`src/hdl/lats_pkg.sv`:
```
`timescale 1ns / 1ps

package lats_pkg;

    // grid store dimensions
    localparam int MAX_ROWS = 64;
    localparam int MAX_COLS = 64;

    localparam int ROW_W  = $clog2(MAX_ROWS);
    localparam int COL_W  = $clog2(MAX_COLS);
    localparam int NR_W   = ROW_W + 1;   // holds a row count up to MAX_ROWS
    localparam int NC_W   = COL_W + 1;   // holds a column count up to MAX_COLS
    localparam int SIZE_W = 7;           // size register width

    localparam logic [SIZE_W-1:0] ROWS_RESET = SIZE_W'(64);
    localparam logic [SIZE_W-1:0] COLS_RESET = SIZE_W'(64);

    // Life rule
    localparam logic [3:0] BIRTH_COUNT = 4'd3;
    localparam logic [3:0] SURVIVE_LOW = 4'd2;

    // configuration register indices
    localparam logic CFG_ROWS = 1'b0;
    localparam logic CFG_COLS = 1'b1;

    // request codes
    localparam logic [1:0] FUNC_WRITE = 2'd0;
    localparam logic [1:0] FUNC_READ  = 2'd1;
    localparam logic [1:0] FUNC_STEP  = 2'd2;

    typedef enum logic [3:0] {
        ST_IDLE,
        ST_ACC_RD,
        ST_ACC_USE,
        ST_ROW_START,
        ST_GEN_RD_DN,
        ST_GEN_RD_UP,
        ST_GEN_UP,
        ST_GEN_CELLS,
        ST_GEN_WB,
        ST_RESULT
    } state_t;

    typedef struct packed {
        logic             rd_en;
        logic [ROW_W-1:0] rd_addr;
        logic             wr_en;
        logic [ROW_W-1:0] wr_addr;
    } mem_req_t;

    // zero acts as one, anything above the store size acts as the store size
    function automatic logic [NR_W-1:0] clamp_rows(input logic [SIZE_W-1:0] v);
        logic [NR_W-1:0] res;
        if (v == '0)
            res = NR_W'(1);
        else if (int'(v) > MAX_ROWS)
            res = NR_W'(MAX_ROWS);
        else
            res = NR_W'(v);
        return res;
    endfunction

    function automatic logic [NC_W-1:0] clamp_cols(input logic [SIZE_W-1:0] v);
        logic [NC_W-1:0] res;
        if (v == '0)
            res = NC_W'(1);
        else if (int'(v) > MAX_COLS)
            res = NC_W'(MAX_COLS);
        else
            res = NC_W'(v);
        return res;
    endfunction

endpackage

```
`src/hdl/lats_cell_unit.sv`:
```
`timescale 1ns / 1ps

// Next state of one cell from the three old rows around it, with wrap.
module lats_cell_unit
(
    input  logic [lats_pkg::MAX_COLS-1:0] up_row,
    input  logic [lats_pkg::MAX_COLS-1:0] cur_row,
    input  logic [lats_pkg::MAX_COLS-1:0] dn_row,
    input  logic [lats_pkg::COL_W-1:0]    col,
    input  logic [lats_pkg::NC_W-1:0]     nc,
    output logic                          cell_next
);

    logic [lats_pkg::COL_W-1:0] lf;
    logic [lats_pkg::COL_W-1:0] rt;
    logic [3:0]                 n;
    logic                       alive;

    always_comb
    begin
        lf = (col == '0) ? lats_pkg::COL_W'(nc - 1'b1) : col - 1'b1;
        rt = ((lats_pkg::NC_W'(col) + 1'b1) == nc) ? '0 : col + 1'b1;

        n = 4'(up_row[lf]) + 4'(up_row[col]) + 4'(up_row[rt])
          + 4'(cur_row[lf])                  + 4'(cur_row[rt])
          + 4'(dn_row[lf]) + 4'(dn_row[col]) + 4'(dn_row[rt]);

        alive = cur_row[col];
        if (alive)
            cell_next = (n == lats_pkg::SURVIVE_LOW) || (n == lats_pkg::BIRTH_COUNT);
        else
            cell_next = (n == lats_pkg::BIRTH_COUNT);
    end

endmodule

```
`config.mk`:
```
export PLATFORM = sky130hd
export DESIGN_NAME = lats_cell_unit
export DESIGN_NICKNAME = d
export VERILOG_FILES = /design/src/hdl/lats_pkg.sv /design/src/hdl/lats_cell_unit.sv
export SDC_FILE = /design/constraint.sdc
export NUM_CORES = 1
export LEC_CHECK = 0
export BUFFER_PORTS_ARGS = -buffer_cell sky130_fd_sc_hd__clkbuf_2
export CORE_MARGIN = 2
export CORE_UTILIZATION = 40
export DETAILED_ROUTE_END_ITERATION = 8
export PLACE_DENSITY_LB_ADDON = 0.25
export SYNTH_ARGS = -nofsm -noshare
export SYNTH_HDL_FRONTEND = slang
export SYNTH_SLANG_ARGS = --single-unit
```
`constraint.sdc`:
```
create_clock -name vclk -period 48
set_input_delay 14.4 -clock vclk [all_inputs]
set_output_delay 14.4 -clock vclk [all_outputs]
set_load 0.02 [all_outputs]
```
After elaboration in Yosys (flattened, before gate mapping)
Cells that the tools add are included.
W data, S select, Z words.

cells by class
  $add $sub $neg = 11
  multipliers = 0
  div/mod/pow operators = 0
  $lt $le $gt $ge = 3
  equal/unequal tests = 3
  shift-type cells = 0
  multiplexer cells = 21
  bitwise operators = 0
  reduce and logical (&&, ||, !) cells = 2

operators with widths
  operator               number
  $bmux W1 S6            9
  $lt A6 B7 Y1 const B   3
  $add A4 B1 Y4          4
  $mux W6                2
  $sub A6 B1 Y6 const B  2
  $mux W1                10
  $eq A4 B2 Y1 const B   2
  $add A6 B1 Y7 const B  1
  $eq A7 B7 Y1           1
  $add A6 B1 Y6 const B  1
  $logic_not A6 Y1       1
  $add A3 B1 Y4          1
  $add A2 B1 Y3          1
  $add A1 B1 Y2          1
  $logic_or A1 B1 Y1     1

storage, ports and cells
  register bits = 0
  latch bits = 0
  memory bits (writable) = 0
  ROM bits = 0
  bits of input ports = 205
  output and inout bits = 1
  word-level logic and storage cells = 40
  memories = 0

Longest topological paths before layout
  word-level depth = 14
  gate-level depth with buffers = 32
  mapped depth without buffers = 24

Worst setup path after synthesis
OpenSTA, ideal clock, no wires.

  path type = input to output
  start = in col[0] in the netlist's numbering
  end = out cell_next
  arrival time = 21,900 ps
  required time = 33,600 ps
  slack = 11,700 ps
  stages on the path = 30
  buffers on the path = 10
  cells stage by stage = buf_2 inv_1 buf_1 clkbuf_1 buf_1 ha_1 or4b_4 o21ai_4 nand2_4 inv_2 buf_6 buf_6 buf_4 ha_1 clkbuf_1 clkbuf_1 clkbuf_1 nand3_1 a221o_1 nor3b_1 or4_1 fa_1 inv_1 fa_1 fa_1 inv_1 ha_1 fa_1 o21ai_0 o211a_1

on the way
  longest elaborated chain between the ends = 14
  elaborated cells on any way between the ends = 36
  those cells by class = 10 x add/sub; 3 x eq/ne; 21 x mux; 2 x reduce/logical

RTL lines
  item                                                                   RTL line                                    source
  from (decl)                                                            lats_cell_unit.sv:9                         input logic [lats_pkg::COL_W-1:0] col,
  $add A6 B1 Y7 (tied with other cells)                                  lats_cell_unit.sv:22                        rt = ((lats_pkg::NC_W'(col) + 1'b1) == nc) ? '0 : col + 1'b1;
  $eq A7 B7 Y1 / $mux W6 (equally long branches)                         lats_cell_unit.sv:22, lats_cell_unit.sv:21
  $mux W6 / $bmux W1 S6 (equally long branches)                          lats_cell_unit.sv:22, lats_cell_unit.sv:24
  $bmux W1 S6 / $mux W1 (equally long branches)                          lats_cell_unit.sv:24                        n = 4'(up_row[lf]) + 4'(up_row[col]) + 4'(up_row[rt])
  $mux W1 (not written as such) / $add A1 B1 Y2 (equally long branches)  lats_cell_unit.sv:24
  $add A2 B1 Y3                                                          lats_cell_unit.sv:24
  $add A3 B1 Y4                                                          lats_cell_unit.sv:25                        + 4'(cur_row[lf]) + 4'(cur_row[rt])
  $add A4 B1 Y4                                                          lats_cell_unit.sv:25
  $add A4 B1 Y4 (3 in a row)                                             lats_cell_unit.sv:26                        + 4'(dn_row[lf]) + 4'(dn_row[col]) + 4'(dn_row[rt]);
  $eq A4 B2 Y1 (on tied branches)                                        lats_cell_unit.sv:30, lats_cell_unit.sv:32
  $logic_or A1 B1 Y1                                                     lats_cell_unit.sv:30                        cell_next = (n == lats_pkg::SURVIVE_LOW) || (n == lats_pkg::BIRTH_COUNT);
  $mux W1 *                                                              lats_cell_unit.sv:29                        if (alive)
  to (decl)                                                              lats_cell_unit.sv:11                        output logic cell_next

Mark *: on every way between the ends. The rest lies on a longest branch, timed or not. The select of a mux whose other input is x is not followed.

Worst setup path in the final report
Ends and elaborated chain as after synthesis.

==> results_dict.tcl <==
set metrics [dict create \
    synthToLayoutAreaGrowth_pct 18.58 \
    regArea_um2 0 \
    drive_gt1_share_pct 44.94 \
    synth_cell_types 65 \
    slew_viol_final 0 \
    num_vias 6859 \
    cts-resized-gates 0 \
    drcViolationCount 0 \
    critPathMaxFanout 71 \
    ant_nets 0 \
    start_util_pct 41.17 \
    yosysTopAreaCell "mux4_2" \
    antennaDiodeCount 0 \
    relSlewSlack_pct 33.71 \
    overflow 0 \
    cp_top_family "adder cells" \
    post_drt_wl_per_cell_um 24.45 \
    ios 206 \
    worst_setup_path_end_kind "output port" \
    grt_start_max_net_pins 72 \
    place_congestion 0.9920 \
    slowest_delay_ns 0.68 \
    viasPerCell 7.071 \
    synth_top_cell_area_share_pct 43.18 \
    post-route-period-util_pct 77.47 \
    setup_ws_ns 10.82 \
    p_leak_nw 2.761 \
    portBuffers 206 \
    min_to "cell_next" \
    synth_area_leaders "mux4_2 43%, nand2_1 7.3%, a21oi_1 5.6%" \
    setup-violations-final 0 \
    syn-num-nets 856 \
    nNetsFinal 1007 \
    hold_path.class "in -> out" \
    dp_hpwl_um 17400 \
    crit_type "in -> out" \
    multi_input_area_um2 5401 \
    core.rowCount 43 \
    cp_slowest_cell "buf_4" \
    rsz0062_at_grt "no" \
    die_y_um 123.8 \
    ys_warn_count 0 \
    worstPathArrival_ns 22.78 \
    critPathBufInv 9 \
    fin_setup_tns_ns 0 \
    outcome "finished, final reports clean" \
    dr.pass1.iters 6 \
    nClkBuffers 0 \
    pre_cts_ws_ns 10.83 \
    layout_common_cells "205 x clkbuf_2, 112 x nand2_1, 110 x mux4_2, 64 x a21oi_1, 30 x nor2_1" \
    fillers 1368 \
    grt_pass1_vias 6516 \
    final_common_cell "clkbuf_2" \
    fmax_mhz 26.89 \
    hold_viol 0 \
    netlist_area_um2 5737 \
    grt_pass1_wl_um 36230 \
    peakVddDrop_mv 0.01335 \
    cap_violations 0 \
    wl_um 23720 \
    hold_path_startpoint "col[5]" \
    drt_iter0_drc 861 \
    min_path_cells 4 \
    power_density_nw_per_um2 15.17 \
    seq_cell_count 0 \
    postCtsSetupBuffers 0 \
    gr-usage-all-layers_pct 30.49 \
    crit_required_ns 33.60 \
    ys_seq_area_share_pct 0 \
    worstMarginPinSlew_ns 0.9943 \
    dieArea_um2 15320 \
    fp.coreArea_um2 13930 \
    avgSynthCellArea_um2 8.950 \
    fin_crit_ns 37.18 \
    die_x_um 123.8 \
    grt_antenna_before_repair 0 \
    crit_path_start_kind "input pin" \
    cts_hold_buffers 0 \
    netlist_instances 641 \
]
-- synthesized netlist by cell type, types with 8 or more instances --
cell type,count
inv_1,9
a221oi_1,9
nor3_1,8
nor2_1,30
clkbuf_1,32
a31oi_1,15
mux4_2,110
mux2i_1,19
a21oi_1,64
a211oi_1,14
buf_2,17
nand3_1,25
o21ai_0,22
buf_1,10
nand2_1,112
-- power by group --
part	total, mW	internal [mW]	leakage (nW)	switching, mW
clock network	0	0	0	0
registers	0	0	0	0
logic	0.103	0.0466	2.76	0.0566
-- cells by family (layout without fill, tap and decap cells) --
kind of cell    after synthesis  count (layout)  synth area share [%]
xor+xnor                     16              16                 2.923
mux                         134             134                 47.48
compound gates              192             192                 23.05
buf+inv                      82             231                 6.848
fa+ha+maj                    10              10                 2.704
simple gates                207             207                 16.99
-- tightest hold or removal path, cell delays in order --
cell,delay (ns)
clkbuf_2,0.25
a21oi_1,0.17
o211a_1,0.26
clkbuf_2,0.16
-- final cells by class --
type                            instances  share of cell area (%)
Timing Repair Buffer                  219                   16.63
Tap cell                              180                   3.311
Multi-Input combinational cell        559                   79.40
Inverter                               12                  0.6621
-- stage by stage --
| stage | std cells | power, mW | util [%] | area [µm²] | hold WS [ns] |
|---|---|---|---|---|---|
| 4_1_cts | 970 | 0.1012 | 48.82 | 6803 | 29.62 |
| 3_5_place_dp | 970 | 0.1008 | 48.82 | 6803 | 29.61 |
| 5_1_grt | 970 | 0.1108 | 48.82 | 6803 | 29.64 |
| 2_1_floorplan | 641 | 0.06891 | - | 5737 | 29.32 |
| 6_report | 970 | 0.1032 | 48.82 | 6803 | 29.65 |
| 3_3_place_gp | 970 | 0.09794 | 48.82 | 6803 | 29.62 |
-- worst max-delay path by stage --
stage | start | to | slack [ns] | depth (start not counted)
finish | col[0] | cell_next | 10.82 | 25
global route | col[0] | cell_next | 10.33 | 27
CTS | col[0] | cell_next | 10.82 | 25
detailed placement | col[0] | cell_next | 10.83 | 25
global placement | col[0] | cell_next | 10.98 | 25
floorplan | col[0] | cell_next | 11.70 | 30
-- per-layer routing --
| metal | global-route usage (%) | share of wire (%) | wire, µm | vias to the layer above |
|---|---|---|---|---|
| li1 | - | - | - | 2925 |
| met1 | 41.21 | 38 | 9118 | 3391 |
| met2 | 50.96 | 49 | 11570 | 503 |
| met3 | 4.808 | 11 | 2513 | 40 |
| met4 | 8.239 | 2.2 | 515 | 0 |
| met5 | 0 | 0 | 0 | - |
Power figures use the tool's default switching activity.
