File: config.mk
export PLATFORM = sky130hd
export DESIGN_NAME = lats_row_mem
export DESIGN_NICKNAME = d
export VERILOG_FILES = /design/src/hdl/lats_pkg.sv /design/src/hdl/lats_row_mem.sv
export SDC_FILE = /design/constraint.sdc
export NUM_CORES = 2
export LEC_CHECK = 0
export BUFFER_PORTS_ARGS = -buffer_cell sky130_fd_sc_hd__buf_2
export CORE_MARGIN = 5
export CORE_UTILIZATION = 50
export DETAILED_ROUTE_END_ITERATION = 8
export HOLD_SLACK_MARGIN = 0.15
export PLACE_DENSITY = 0.69
export SYNTH_ARGS = -nofsm -noshare
export SYNTH_HDL_FRONTEND = slang
export SYNTH_SLANG_ARGS = --single-unit
File: constraint.sdc
create_clock -name clk -period 2 [get_ports clk]
set_input_delay 0.3 -clock clk [delete_from_list [all_inputs] [get_ports clk]]
set_output_delay 0.3 -clock clk [all_outputs]
set_load 0.01 [all_outputs]
File: src/hdl/lats_pkg.sv
`timescale 1ns / 1ps

package lats_pkg;

    // grid store dimensions
    localparam int MAX_ROWS = 64;
    localparam int MAX_COLS = 64;

    localparam int ROW_W  = $clog2(MAX_ROWS);
    localparam int COL_W  = $clog2(MAX_COLS);
    localparam int NR_W   = ROW_W + 1;   // holds a row count up to MAX_ROWS
    localparam int NC_W   = COL_W + 1;   // holds a column count up to MAX_COLS
    localparam int SIZE_W = 7;           // size register width

    localparam logic [SIZE_W-1:0] ROWS_RESET = SIZE_W'(64);
    localparam logic [SIZE_W-1:0] COLS_RESET = SIZE_W'(64);

    // Life rule
    localparam logic [3:0] BIRTH_COUNT = 4'd3;
    localparam logic [3:0] SURVIVE_LOW = 4'd2;

    // configuration register indices
    localparam logic CFG_ROWS = 1'b0;
    localparam logic CFG_COLS = 1'b1;

    // request codes
    localparam logic [1:0] FUNC_WRITE = 2'd0;
    localparam logic [1:0] FUNC_READ  = 2'd1;
    localparam logic [1:0] FUNC_STEP  = 2'd2;

    typedef enum logic [3:0] {
        ST_IDLE,
        ST_ACC_RD,
        ST_ACC_USE,
        ST_ROW_START,
        ST_GEN_RD_DN,
        ST_GEN_RD_UP,
        ST_GEN_UP,
        ST_GEN_CELLS,
        ST_GEN_WB,
        ST_RESULT
    } state_t;

    typedef struct packed {
        logic             rd_en;
        logic [ROW_W-1:0] rd_addr;
        logic             wr_en;
        logic [ROW_W-1:0] wr_addr;
    } mem_req_t;

    // zero acts as one, anything above the store size acts as the store size
    function automatic logic [NR_W-1:0] clamp_rows(input logic [SIZE_W-1:0] v);
        logic [NR_W-1:0] res;
        if (v == '0)
            res = NR_W'(1);
        else if (int'(v) > MAX_ROWS)
            res = NR_W'(MAX_ROWS);
        else
            res = NR_W'(v);
        return res;
    endfunction

    function automatic logic [NC_W-1:0] clamp_cols(input logic [SIZE_W-1:0] v);
        logic [NC_W-1:0] res;
        if (v == '0)
            res = NC_W'(1);
        else if (int'(v) > MAX_COLS)
            res = NC_W'(MAX_COLS);
        else
            res = NC_W'(v);
        return res;
    endfunction

endpackage

File: src/hdl/lats_row_mem.sv
`timescale 1ns / 1ps

// One row of cells per word; a row never written reads as all dead.
module lats_row_mem
(
    input  logic                          clk,
    input  logic                          rst_n,
    input  lats_pkg::mem_req_t            req,
    input  logic [lats_pkg::MAX_COLS-1:0] wr_data,
    output logic [lats_pkg::MAX_COLS-1:0] rd_data
);

    logic [lats_pkg::MAX_COLS-1:0] mem [lats_pkg::MAX_ROWS];
    logic [lats_pkg::MAX_ROWS-1:0] row_valid_reg;
    logic [lats_pkg::MAX_COLS-1:0] rd_word_reg;
    logic                          rd_valid_reg;

    always_ff @(posedge clk or negedge rst_n)
    begin
        if (!rst_n)
        begin
            row_valid_reg <= '0;
            rd_valid_reg  <= 1'b0;
        end
        else
        begin
            if (req.wr_en)
                row_valid_reg[req.wr_addr] <= 1'b1;
            if (req.rd_en)
                rd_valid_reg <= row_valid_reg[req.rd_addr];
        end
    end

    always_ff @(posedge clk)
    begin
        if (req.wr_en)
            mem[req.wr_addr] <= wr_data;
        if (req.rd_en)
            rd_word_reg <= mem[req.rd_addr];
    end

    assign rd_data = rd_valid_reg ? rd_word_reg : '0;

endmodule

# == Word level (Yosys, flattened, before mapping) ==
# Memories as Yosys holds them, arrays and structs flattened. A register that Yosys moved wholly into a read port is not among the register bits.
# Cells that the tools add are included.
# word_totals
ff_bits,65
latchBits,0
mem_bits_rw,4096
rom_bits,0
input_bits,80
output_inout_bits,64
wordCells,15
n_memories,1
# op_classes
n_addsub,0
n_mul,0
div_mod_pow,0
magnitude_cmp,3
n_eq_ne,0
shifts,0
muxes,7
bitwise,1
reduce_logical,1
# memory_table
name,words,word_bits,rd,rd_ports_with_merged_regs,wr,line,text
mem,64,64,1,1,1,lats_row_mem.sv:13,logic [lats_pkg::MAX_COLS-1:0] mem [lats_pkg::MAX_ROWS];
# op_table
cell,count
$mux 64,1
$or 64x64->64,1
$lt 6x7->1 const B,2
$bmux 1 s6,1
$demux 1 s6,1
$ge 6x1->1 const B,1
$mux 1,4
$logic_and 1x1->1,1

# == Logic depth before layout (Yosys ltp) ==
# logic_depth
word_depth,5
ltp_mapped,9
ltp_nobuf,5

# == Worst setup path before layout ==
# No wires, ideal clock.
# synth_timing
kind,input-to-reg
start,input port req[3] (netlist name)
end,register row_valid_reg[48] (netlist name)
setup_ps,92
t_arrival_ps,5836
t_required_ps,1908
setup_slack_ps,-3928
cell_stages,5
cell_sequence,clkbuf_1 > nand4b_1 > or2_2 > nor3_1 > or2_2
# synth_via
elab_chain_cells,5
word_cells_on_any_way,6
classes_between,2 x order compare; 2 x mux; 1 x bitwise; 1 x reduce/logical
# synth_lines
item,line,text
from (decl),lats_row_mem.sv:8,"input lats_pkg::mem_req_t req,"
$lt 6x7->1 (implied by the code) / $ge 6x1->1 (equally long branches),lats_row_mem.sv:28,row_valid_reg[req.wr_addr] <= 1'b1;
$logic_and 1x1->1 (implied by the code),lats_row_mem.sv:28,
$mux 1 (implied by the code),lats_row_mem.sv:28,
$demux 1 s6 *,lats_row_mem.sv:28,
$or 64x64->64 (no source line) *,n/a,
to (signal assigned),lats_row_mem.sv:22,row_valid_reg <= '0;
"to (signal, indexed assignment)",lats_row_mem.sv:28,
to (decl),lats_row_mem.sv:14,logic [lats_pkg::MAX_ROWS-1:0] row_valid_reg;
# Every way passes the cells marked *; elsewhere a longest branch is shown, timed or not.
# A chain may end at the register's enable or synchronous reset.

# == Final worst setup path ==
# layout_timing
start,register rd_valid_reg
end,output port rd_data[29] (netlist name)
# layout_via
elab_chain_cells,1
# layout_lines
item,line,text
from (decl),lats_row_mem.sv:16,logic rd_valid_reg;
from (signal assigned),lats_row_mem.sv:30,rd_valid_reg <= row_valid_reg[req.rd_addr];
$mux 64,lats_row_mem.sv:42,assign rd_data = rd_valid_reg ? rd_word_reg : '0;
to (decl),lats_row_mem.sv:10,output logic [lats_pkg::MAX_COLS-1:0] rd_data
# No other way between the ends.

==> flow_summary.toml <==
[drt]
initialDrtViolationCount = 12241
wl_per_cell_um = 37.0
vias_per_cell = 6.47
dr.pass1.iters = 5
vias = 78198
route.detailed.drc = 0
ant_nets = 0
wl_um = 447000

[run_status]
status = "complete, but fails checks"
violations = "negative setup slack"

[yosys]
synthArstFlopShare_pct = 1.54
synth_edf_count = 4160
synth_top_area_share_pct = 78.2
synth_ff_type = "edfxtp_1"
synthDistinctLibCells = 29
yosysWarnings = 0
synth_common_cells = "edfxtp_1 (4160), mux4_2 (1289), clkbuf_1 (182)"
netlist_instances = 6310
synth-seq-area-share_pct = 79.2
yosysMostFrequentCell = "edfxtp_1"
yosys.area.top_type = "edfxtp_1"
synth_nets = 6390
syn_area_um2 = 160000
netlist_top_cells_area = "edfxtp_1 (78%), mux4_2 (18%), dfrtp_1 (1.0%), a22oi_1 (0.62%), clkbuf_1 (0.43%)"
synth_seq_cells = 4225
avgSynthCellArea_um2 = 25.3

[worst_setup_path]
r2r_cells = 4
critPathMaxFanout = 7
cp.arrival_ns = 2.10
cp_cell_sequence = "buf_12 > buf_12 > and2_4 > buf_6"
start_kind = "flip-flop"
r2r_end = "rd_word_reg[56]$_DFFE_PP_"
worstSetupPathType = "reg2out"
reg2reg_from = "mem[62][56]$_DFFE_PP_"
crit_end = "rd_data[29]"
critical_path.slowest_cell = "dfrtp_4"
crit_path_end_kind = "output pin"
r2r_slack_ns = -0.09
path_common_cell = "buf_12"
cp.required_ns = 1.70
startpoint = "rd_valid_reg$_DFFE_PN0P_"
max_stage_delay_ns = 0.50

[timing]
rsz0062_at_grt = "yes"
max-slew-margin-rel_pct = 48.7
skew_ns = 0.0419
finalHoldViolations = 0
setup_viol = 85
max_freq_mhz = 417
finalCriticalPeriod_ns = 2.40
finalCritPeriodShare_pct = 120
tightest_slew_ns = 0.769
final_max_slew_viol_count = 0
setup_slack_ns = -0.396

[layout]
drive_gt1_share_pct = 41.0
fin_cells = 12086
n_fill_cell = 20908
largest_reg_flops = 4096
area_delta_synth_final_pct = 21.0
num-nets-final = 7638

[clock_network]
clock_sinks = 4225
clkSlewWorstSetupHoldPaths_ns = 0.06
cts_max_level = 5
cts_buffer_depth = 4
cts_made_buffers = 413
clk_latency_ns = 0.95
root_buffer = "clkbuf_16"
cts_tree = "done"

[power]
p_leak_nw = 62.0
fin_total_pwr_mw = 187
p_per_area_nw_per_um2 = 966
vdd_drop_max_v = 0.000814

[place]
placedCellCount = 11247
place.gp.congestion = 0.821
hpwlAfterDp_um = 271000
port_buffers = 143

[grt]
grt_use_total_pct = 27.0
grt_pass1_wl_um = 626000
first_global_vias = 79147
grt_max_degree = 66
grt_overflow = 0
antenna_found_initial = 15

[die]
rows = 207
die_area_um2 = 331000
start_util_pct = 50.2
placeableCoreArea_um2 = 318000
io_pins = 144
die_h_um = 575
die_w_um = 575

[run]
drv_cap = 0

[worst_hold_path]
hold_class = "in2reg"
through the flow:
stage          setup TNS [ns]  instance area [µm²]  hold WS (ns)  setup slack (ns)  utilization (%)
6_report               -23.81               193000         0.215            -0.396             60.8
5_1_grt                -29.12               193000         0.201            -0.466             60.8
4_1_cts                -27.85               193000         0.159            -0.461             60.7
3_5_place_dp           -92.32               178000         0.348             -1.11             56.0
3_3_place_gp           -74.91               178000         0.342             -1.12             56.0
2_1_floorplan        -2383.82               160000       0.00441            -0.950                -
per-layer routing:
| layer | track usage, % | vias up | routed length (µm) |
|---|---|---|---|
| li1 | - | 30092 | - |
| met1 | 36.9 | 42088 | 160000 |
| met2 | 43.9 | 5123 | 222000 |
| met3 | 5.35 | 891 | 46900 |
| met4 | 9.57 | 4 | 17900 |
| met5 | 0 | - | 25 |
what timing repair did:
action                                  in CTS  in global routing
gates cloned                                 0                  3
hold buffers                                76                  0
pin swaps                                   27                 10
setup buffers                                3                  0
resized for setup                          132                 72
hold endpoints to repair                  4237                  0
endpoints found under the setup margin     103                137
cell usage in the layout, fill, tap and decap left out, types with 4 or more instances in the layout:
cell type,instances
buf_4,446
edfxtp_1,4160
diode_2,4
and2_1,19
dfrtp_1,64
clkbuf_8,4
nor2b_1,5
buf_12,495
clkbuf_1,94
mux4_2,1289
clkinvlp_4,7
mux2i_1,20
a22oi_2,72
clkinv_1,83
nand2_2,16
dlygate4sd3_1,75
buf_2,95
nor2_4,63
a22oi_1,60
clkinv_16,5
clkinv_4,6
inv_6,7
bufinv_16,45
buf_6,50
clkinv_8,9
clkbuf_16,421
and2_4,46
nor2_1,5
nand2_4,4
inv_16,4
clkinv_2,75
or2_2,64
nand2_1,53
buf_8,4
nand3_1,8
where the power goes:
part	switching, mW	internal, mW	total (mW)
clock network	33.0	44.5	77.5
logic	5.51	5.01	10.5
registers	0.505	98.3	98.8
total	39.0	148	187
final cells by class:
cell class                      count  area (µm²)  share of cell area [%]
Clock inverter                    242        2590                    1.34
Antenna cell                        4        10.0                 0.00518
Clock buffer                      517       10900                    5.63
Inverter                            3        11.3                 0.00582
Timing Repair Buffer             1167       15200                    7.84
Multi-Input combinational cell   1748       32900                    17.0
Tap cell                         4180        5230                    2.71
Sequential cell                  4225      127000                    65.5
worst max-delay path, delay by kind of cell, from the launching register on:
| family | cells | cell delay [ns] |
|---|---|---|
| flip-flops | 1 | 0.50 |
| buffers and inverters | 3 | 0.44 |
| AND/OR/NAND/NOR | 1 | 0.16 |
logic make-up after synthesis:
group / count (synthesis) / share of synthesized area [%]
AO/OA/AOI/OAI: 139 / 0.653
multiplexers: 1309 / 18.3
AND/OR/NAND/NOR: 300 / 0.948
buffers and inverters: 337 / 0.900
flip-flops: 4225 / 79.2
how the worst min path moves through the flow:
stage | slack, ns | depth (start not counted) | endpoint | start
2_1_floorplan | 0.004 | 0 | rd_valid_reg$_DFFE_PN0P_ | rst_n
3_3_place_gp | 0.34 | 2 | row_valid_reg[31]$_DFFE_PN0P_ | rst_n
3_5_place_dp | 0.35 | 2 | row_valid_reg[30]$_DFFE_PN0P_ | rst_n
4_1_cts | 0.16 | 5 | rd_word_reg[62]$_DFFE_PP_ | req[9]
5_1_grt | 0.20 | 5 | mem[18][18]$_DFFE_PP_ | req[4]
6_report | 0.21 | 6 | mem[51][31]$_DFFE_PP_ | req[5]
Power figures use the tool's default switching activity.
